--- config.mk ---
export PLATFORM = sky130hd
export DESIGN_NAME = json_comment_whitespace_stripper_unit
export DESIGN_NICKNAME = d
export VERILOG_FILES = /design/src/rtl/jcws_pkg.sv /design/src/rtl/jcws_step.sv /design/src/rtl/json_comment_whitespace_stripper_unit.sv
export SDC_FILE = /design/constraint.sdc
export NUM_CORES = 1
export LEC_CHECK = 0
export BUFFER_PORTS_ARGS = -buffer_cell sky130_fd_sc_hd__clkbuf_2
export CAP_MARGIN = 30
export CORE_ASPECT_RATIO = 0.6
export CORE_MARGIN = 5
export CORE_UTILIZATION = 30
export CTS_BUF_LIST = sky130_fd_sc_hd__clkbuf_4 sky130_fd_sc_hd__clkbuf_8 sky130_fd_sc_hd__clkbuf_16
export CTS_CLUSTER_SIZE = 16
export DETAILED_ROUTE_END_ITERATION = 16
export PLACE_DENSITY = 0.48
export SLEW_MARGIN = 25
export SYNTH_ARGS = -nofsm -noshare
export SYNTH_HDL_FRONTEND = slang
export SYNTH_SLANG_ARGS = --single-unit
--- constraint.sdc ---
create_clock -name clk -period 8.1 [get_ports clk]
set_input_delay 2.025 -clock clk [delete_from_list [all_inputs] [get_ports clk]]
set_output_delay 2.025 -clock clk [all_outputs]
set_load 0.01 [all_outputs]
--- src/rtl/jcws_pkg.sv ---
`default_nettype none
package jcws_pkg;

    // Character codes
    localparam logic [7:0] CH_NUL   = 8'h00;
    localparam logic [7:0] CH_TAB   = 8'h09;
    localparam logic [7:0] CH_NL    = 8'h0A;
    localparam logic [7:0] CH_CR    = 8'h0D;
    localparam logic [7:0] CH_SPACE = 8'h20;
    localparam logic [7:0] CH_QUOTE = 8'h22;
    localparam logic [7:0] CH_STAR  = 8'h2A;
    localparam logic [7:0] CH_SLASH = 8'h2F;

    // Scanner mode; code 7 is unused and scans as plain text
    typedef enum logic [2:0] {
        MODE_TEXT  = 3'd0,
        MODE_SLASH = 3'd1,
        MODE_LINE  = 3'd2,
        MODE_BLOCK = 3'd3,
        MODE_STAR  = 3'd4,
        MODE_STR   = 3'd5,
        MODE_DONE  = 3'd6
    } mode_t;

    typedef struct packed {
        logic [7:0] in_byte;
        logic       in_last;
    } in_item_t;

    typedef struct packed {
        logic [7:0] out_byte;
        logic       empty_res;
        logic       inside_string;
        logic       unterminated;
        logic       out_last;
    } out_item_t;

    // Outcome of scanning one input beat
    typedef struct packed {
        logic [1:0] count;
        out_item_t  item0;
        out_item_t  item1;
        mode_t      mode_next;
    } step_t;

endpackage
`default_nettype wire

--- src/rtl/jcws_step.sv ---
`default_nettype none
module jcws_step
    import jcws_pkg::*;
(
    input  wire mode_t    mode,
    input  wire in_item_t beat,
    output step_t         step
);

    logic [7:0] b;
    logic       blank;
    logic       fin;
    logic [1:0] n;
    logic [1:0] nm1;
    logic       unterm;
    logic       txt;
    mode_t      mode_n;
    out_item_t  it [2];

    assign b     = beat.in_byte;
    assign blank = (b == CH_SPACE) || ((b >= CH_TAB) && (b <= CH_CR));
    assign fin   = (b == CH_NUL) || beat.in_last;

    always_comb
    begin
        mode_n = mode;
        n      = 2'd0;
        nm1    = 2'd0;
        unterm = 1'b0;
        txt    = 1'b0;
        it[0]  = '0;
        it[1]  = '0;
        if (mode == MODE_DONE)
        begin
            if (beat.in_last)
            begin
                mode_n = MODE_TEXT;
            end
        end
        else
        begin
            if (b != CH_NUL)
            begin
                case (mode)
                    MODE_SLASH:
                    begin
                        if (b == CH_SLASH)
                        begin
                            mode_n = MODE_LINE;
                        end
                        else if (b == CH_STAR)
                        begin
                            mode_n = MODE_BLOCK;
                        end
                        else
                        begin
                            // lone slash goes out as a plain character
                            it[0].out_byte = CH_SLASH;
                            n      = 2'd1;
                            mode_n = MODE_TEXT;
                            txt    = 1'b1;
                        end
                    end
                    MODE_LINE:
                    begin
                        if (b == CH_NL)
                        begin
                            mode_n = MODE_TEXT;
                        end
                    end
                    MODE_BLOCK:
                    begin
                        if (b == CH_STAR)
                        begin
                            mode_n = MODE_STAR;
                        end
                    end
                    MODE_STAR:
                    begin
                        if (b == CH_SLASH)
                        begin
                            mode_n = MODE_TEXT;
                        end
                        else if (b != CH_STAR)
                        begin
                            mode_n = MODE_BLOCK;
                        end
                    end
                    MODE_STR:
                    begin
                        it[0].out_byte = b;
                        n = 2'd1;
                        if (b == CH_QUOTE)
                        begin
                            mode_n = MODE_TEXT;
                        end
                        else
                        begin
                            it[0].inside_string = 1'b1;
                        end
                    end
                    default:
                    begin
                        mode_n = MODE_TEXT;
                        txt    = 1'b1;
                    end
                endcase

                // plain text handling of the current byte
                if (txt && !blank)
                begin
                    if (b == CH_SLASH)
                    begin
                        mode_n = MODE_SLASH;
                    end
                    else
                    begin
                        it[n[0]].out_byte = b;
                        n = n + 2'd1;
                        if (b == CH_QUOTE)
                        begin
                            mode_n = MODE_STR;
                        end
                    end
                end
            end

            if (fin)
            begin
                if (mode_n == MODE_SLASH)
                begin
                    it[n[0]].out_byte = CH_SLASH;
                    n      = n + 2'd1;
                    mode_n = MODE_TEXT;
                end
                unterm = (mode_n == MODE_LINE) || (mode_n == MODE_BLOCK) ||
                         (mode_n == MODE_STAR) || (mode_n == MODE_STR);
                if (n == 2'd0)
                begin
                    it[0].empty_res = 1'b1;
                    n = 2'd1;
                end
                nm1 = n - 2'd1;
                it[nm1[0]].unterminated = unterm;
                it[nm1[0]].out_last     = 1'b1;
                mode_n = beat.in_last ? MODE_TEXT : MODE_DONE;
            end
        end
    end

    assign step.count     = n;
    assign step.item0     = it[0];
    assign step.item1     = it[1];
    assign step.mode_next = mode_n;

endmodule
`default_nettype wire

--- src/rtl/json_comment_whitespace_stripper_unit.sv ---
`default_nettype none
// JSON-with-comments stripper.
// Input channel (in_valid/in_ready/in_data): one raw text byte per beat, with
// in_last on the final byte of a buffer. Output channel (out_valid/out_ready/
// out_data): the significant characters, one per beat. White space, // and
// /* */ comments are dropped; string bodies pass raw with inside_string set.
// The final beat of a text carries out_last and the unterminated flag; if the
// ending byte produces no character, an empty end-marker beat is sent.
// A zero byte ends the text; bytes after it are swallowed up to in_last.
// An accepted character is written into the result queue that drives out_data.
// Throughput: one input beat per cycle. A held '/' that turns out not to open
// a comment yields two output beats from one input beat; these drain through
// a four-entry result queue, and in_ready drops while fewer than two entries
// are free. The scan mode register updates on every accepted beat.
// Reset empties the queue and puts the scanner in plain text mode.
// When the receiver stalls, the queue fills and in_ready falls once three
// entries are held; nothing is dropped.
module json_comment_whitespace_stripper_unit
    import jcws_pkg::*;
(
    input  wire            clk,
    input  wire            rst_n,
    input  wire            in_valid,
    output logic           in_ready,
    input  wire in_item_t  in_data,
    output logic           out_valid,
    input  wire            out_ready,
    output out_item_t      out_data
);

    mode_t      mode_reg;
    mode_t      mode_next;
    step_t      step;
    out_item_t  q_reg [4];
    logic [1:0] wr_ptr_reg;
    logic [1:0] wr_ptr_next;
    logic [1:0] rd_ptr_reg;
    logic [1:0] rd_ptr_next;
    logic [2:0] count_reg;
    logic [2:0] count_next;
    logic       in_fire;
    logic       pop;
    logic [1:0] push_n;

    jcws_step u_step (
        .mode (mode_reg),
        .beat (in_data),
        .step (step)
    );

    assign in_ready  = (count_reg <= 3'd2);
    assign in_fire   = in_valid && in_ready;
    assign out_valid = (count_reg != 3'd0);
    assign out_data  = q_reg[rd_ptr_reg];
    assign pop       = out_valid && out_ready;
    assign push_n    = in_fire ? step.count : 2'd0;

    always_comb
    begin
        mode_next   = in_fire ? step.mode_next : mode_reg;
        wr_ptr_next = wr_ptr_reg + push_n;
        rd_ptr_next = rd_ptr_reg + {1'b0, pop};
        count_next  = count_reg + {1'b0, push_n} - {2'b00, pop};
    end

    always_ff @(posedge clk or negedge rst_n)
    begin
        if (!rst_n)
        begin
            mode_reg   <= MODE_TEXT;
            wr_ptr_reg <= 2'd0;
            rd_ptr_reg <= 2'd0;
            count_reg  <= 3'd0;
        end
        else
        begin
            mode_reg   <= mode_next;
            wr_ptr_reg <= wr_ptr_next;
            rd_ptr_reg <= rd_ptr_next;
            count_reg  <= count_next;
        end
    end

    // result queue payload, no reset
    always_ff @(posedge clk)
    begin
        if (push_n != 2'd0)
        begin
            q_reg[wr_ptr_reg] <= step.item0;
        end
        if (push_n == 2'd2)
        begin
            q_reg[wr_ptr_reg + 2'd1] <= step.item1;
        end
    end

    // queue occupancy tracks pushes and pops
    assert property (@(posedge clk) disable iff (!rst_n)
        1'b1 |=> (count_reg == $past(count_reg) + {1'b0, $past(push_n)}
                  - {2'b00, $past(pop)}))
        else $error("queue count mismatch");

    assert property (@(posedge clk) disable iff (!rst_n)
        count_reg <= 3'd4)
        else $error("queue overflow");

    // swallowed bytes after a zero byte produce nothing
    assert property (@(posedge clk) disable iff (!rst_n)
        (in_fire && (mode_reg == MODE_DONE)) |-> (step.count == 2'd0))
        else $error("output after end of text");

    assert property (@(posedge clk) disable iff (!rst_n)
        (out_valid && out_data.empty_res) |-> out_data.out_last)
        else $error("empty beat without end mark");

    assert property (@(posedge clk) disable iff (!rst_n)
        (out_valid && out_data.inside_string && out_data.out_last)
        |-> out_data.unterminated)
        else $error("open string not flagged");

endmodule
`default_nettype wire
==> results.txt <==
* Count of unique library cells instantiated by Yosys: 70
* Placer Congestion: 0.9373
* Count of buffers added by post-CTS timing repair for setup: 0
- In this run the count of I/O pins placed on the die edge is 27.
- Post-Synthesis Cells: 361
* Multi-input gate area in the final layout: 2066 µm²
- Number of antenna cells inserted: 0
- Non-filler cells in the finished layout: 559
- The tightest hold path in the finished design has a slack of 0.4984 ns.
* Maximum buffer depth of the clock tree: 2
* Fraction of synthesized cell area in xor and xnor cells: 1.568%
* First-pass iteration count of the detailed router: 5
* Ys Warns: 0
* RSZ-0062 raised after global routing: false
- Area of the die: 15490 µm²
* Launching element type of the critical path: input port
* Post-layout min period: 5.889 ns
- The number of hold violations in the final report came to 0.
- The worst register-to-register path begins at mode_reg[0].
- In this run the worst hold path is classified as reg -> reg.
* CP cell instances: clkbuf_2 -> or3_1 -> nor2_1 -> nand3_1 -> ha_1 -> a41oi_1 -> a31oi_1 -> nor3_1 -> nor2_1 -> mux2i_1 -> a22o_1
- Worst slew pin tran: 0.8958 ns
* Final max-slew violation count: 0
* Arrival time of the worst setup path: 5.85 ns
* Last element of the critical path: q_reg[2][10]
* Layout overhead on the synthesized area: 14.75%
- TritonCTS built the clock tree.
- The first global-routing pass estimated 17860 µm of wire.
- Mapped Nets: 381
- CTS H-tree depth: 3
- Kind of end point of the critical path: flop
- The synthesized netlist occupies a cell area of 3910 µm².
* Per-instance average area after synthesis: 10.83 µm²
* Antenna violations before repair: 0
* Total negative setup slack: 0 ns
* Final worst setup slack: 2.211 ns
- The worst pin sits at a relative slew slack of 40.28%.
- The worst path uses 72.70% of the clock period.
- Post-CTS repair changed the size of 0 cells.
- Dividing the detail-routed wire length by the instance count gives 20.44 µm.
- Global routing used 15.08% of the available tracks.
- The register with the most flip-flops in the layout has 48 of them.
- Sequential-to-total area share from yosys stat: 43.26%
* Launch point of the worst hold path: count_reg[2]
- Clock buffer count from CTS: 9
- Entering global routing, the biggest net connects 19 pins.
- The largest single stage delay on the critical path is 0.71 ns.
* Required time of the worst setup path: 8.06 ns
- The number of cells on the worst reg-to-reg path is 9.
* Combinational family with the most area after synthesis: compound AO/OA/AOI/OAI gates
- Total half-perimeter wirelength after legalization and detailed placement: 8370 µm
* Fill cell count: 1307
- Post-route ant nets: 0
* Area fraction in compound gates after synthesis: 19.23%
- Number of rows created at floorplan: 32
- Number of global-route vias before repair: 2966
- Setup violations remaining at the end of the flow were counted as 0.
- Based on the critical path, the design can be clocked at up to 0.1698 GHz.
- Number of sinks on the clock net: 58
- Measured against the total synthesized area, the mux share comes to 11.55%.
* Number of buffers inserted by port buffering: 26
- Endpoint of the lowest-slack register-to-register path: q_reg[2][10]
- Share of cells above drive strength 1: 22.11%
- Maximum vdd ir drop: 0.0001034 V
* Die Y-Extent: 98.43 µm
* Adder and majority cell fraction of the synthesized area: 2.432%
- Across the routed clock network, the largest skew measured is 0.002605 ns.
- Largest driver fanout on the critical path: 12
* Most numerous cell on the critical path: sky130_fd_sc_hd__nor2_1
* Most common cell after layout, fill and taps aside: sky130_fd_sc_hd__edfxtp_1
* Synth Register Bits: 58
- Starting utilization of the core area: 30.52%
- Initial DRC Count: 253
- Top library cells by usage in the layout, fill and taps aside: 48 x sky130_fd_sc_hd__edfxtp_1, 26 x sky130_fd_sc_hd__clkbuf_2, 23 x sky130_fd_sc_hd__nand2_1
- In the synthesized netlist the dominant register cell turns out to be sky130_fd_sc_hd__edfxtp_1.
* Register area: 1692 µm²
- Asr flop ratio synth: 17.24%
* First element of the critical path: in_data[7]
* Die Width: 157.4 µm
- Clock root buffer: sky130_fd_sc_hd__clkbuf_16
- Vias per Instance: 5.601
* Critical-path cell with the highest stage delay: sky130_fd_sc_hd__a22o_1
- After clock tree synthesis, the clock-pin slew on the worst setup and hold paths is 0.05 ns.
- For this run, design rule violations remaining after detail routing come to 0.
- The clock reaches the later pin of the worst-skew pair after 0.33 ns.
* Status: complete, no violations
- The final layout contains routed wiring with a total length of 11430 µm.
* Type of the worst setup path: in -> reg
- For flop-to-flop paths, the worst setup slack is 3.76 ns.
* Power per cell area: 284.7 nW/µm²
- The tool flagged a number of max-cap violations equal to 0.
- Summed over all cells, the static leakage comes to 1.642 nW.
* Number of hold buffers added after cts: 0
* Number of flops mapped to enable cells by yosys: 48
- Prior to clock tree synthesis, the placed netlist has a worst setup slack of 1.958 ns.
- Residual overflow from global routing: 0
* Via count of the routed design: 3131
* Area fraction in and, or, nand and nor cells after synthesis: 17.73%
- The core region is 12810 µm².
- Cell total after placement: 541
* Net count, final: 404
-- cell usage after synthesis, types with 5 or more instances --
master | count | share of area (%)
sky130_fd_sc_hd__edfxtp_1 | 48 | 37
sky130_fd_sc_hd__nand2_1 | 23 | 2.2
sky130_fd_sc_hd__a21oi_1 | 22 | 2.8
sky130_fd_sc_hd__nand3_1 | 18 | 2.3
sky130_fd_sc_hd__nor2b_1 | 18 | 2.9
sky130_fd_sc_hd__inv_1 | 16 | 1.5
sky130_fd_sc_hd__nor3_1 | 14 | 1.8
sky130_fd_sc_hd__nor2_1 | 13 | 1.2
sky130_fd_sc_hd__a21o_1 | 12 | 2.3
sky130_fd_sc_hd__mux4_2 | 12 | 6.9
sky130_fd_sc_hd__o211ai_1 | 12 | 2.3
sky130_fd_sc_hd__o21ai_0 | 12 | 1.5
sky130_fd_sc_hd__dfrtp_1 | 10 | 6.4
sky130_fd_sc_hd__a31oi_1 | 7 | 1.1
sky130_fd_sc_hd__clkbuf_1 | 7 | 0.67
sky130_fd_sc_hd__mux2i_1 | 7 | 1.8
sky130_fd_sc_hd__buf_2 | 6 | 0.77
sky130_fd_sc_hd__ha_1 | 6 | 1.9
sky130_fd_sc_hd__nor4_1 | 6 | 0.96
sky130_fd_sc_hd__a22o_1 | 5 | 1.1
sky130_fd_sc_hd__mux2_1 | 5 | 1.4
-- metal layers --
layer  up-vias  part of all wire [%]  track usage (%)
met5         -                     0                0
met4         0                  0.85            3.173
met3        13                   9.0            4.168
met2       141                    39            20.14
met1      1521                    51            23.95
li1       1456                     -                -
-- final cells by class --
type,count,area share (%)
inverter,17,1.422
clock inverter,7,1.004
sequential,58,37.70
clock buffer,9,5.020
multi-input combinational,266,46.04
tap,170,4.741
timing repair buffer,32,4.071
-- kinds of logic after synthesis --
family                     after synthesis
muxes                                   28
adders and majority gates                7
DFF                                     58
buffers and inverters                   37
xor gates and xnor gates                 7
and+or+nand+nor                        122
AOI/OAI and AO/OA                      102
-- worst max-delay path, delay by kind of cell --
family                     cells  cell delay, ns
adders and majority gates      1            0.38
and+or+nand+nor                5            1.40
AOI/OAI and AO/OA              3            1.33
muxes                          1            0.54
buffers and inverters          1            0.16
-- per-stage QoR --
step | total power [W] | instance area [µm²] | utilization (%)
finish | 0.001278 | 4487 | 35.02
detailed placement | 0.0009298 | 4194 | 32.73
global placement | 0.0009302 | 4194 | 32.73
CTS | 0.001281 | 4464 | 34.84
floorplan | 0.0007788 | 3910 | -
global route | 0.001357 | 4487 | 35.02
-- power by group --
part	switching (W)	internal (W)	total (W)
registers	0.0000578	0.000397	0.000455
logic	0.000264	0.000212	0.000475
clock network	0.000142	0.000205	0.000348
-- worst min path at each step --
| stage | slack [ns] | depth (start not counted) | end |
|---|---|---|---|
| 4_1_cts | 0.50 | 1 | count_reg[2] |
| 3_3_place_gp | 0.49 | 1 | count_reg[2] |
| 3_5_place_dp | 0.49 | 1 | count_reg[2] |
| 5_1_grt | 0.52 | 1 | count_reg[2] |
| 6_report | 0.50 | 1 | count_reg[2] |
| 2_1_floorplan | 0.46 | 1 | count_reg[2] |
Power figures use the tool's default switching activity.
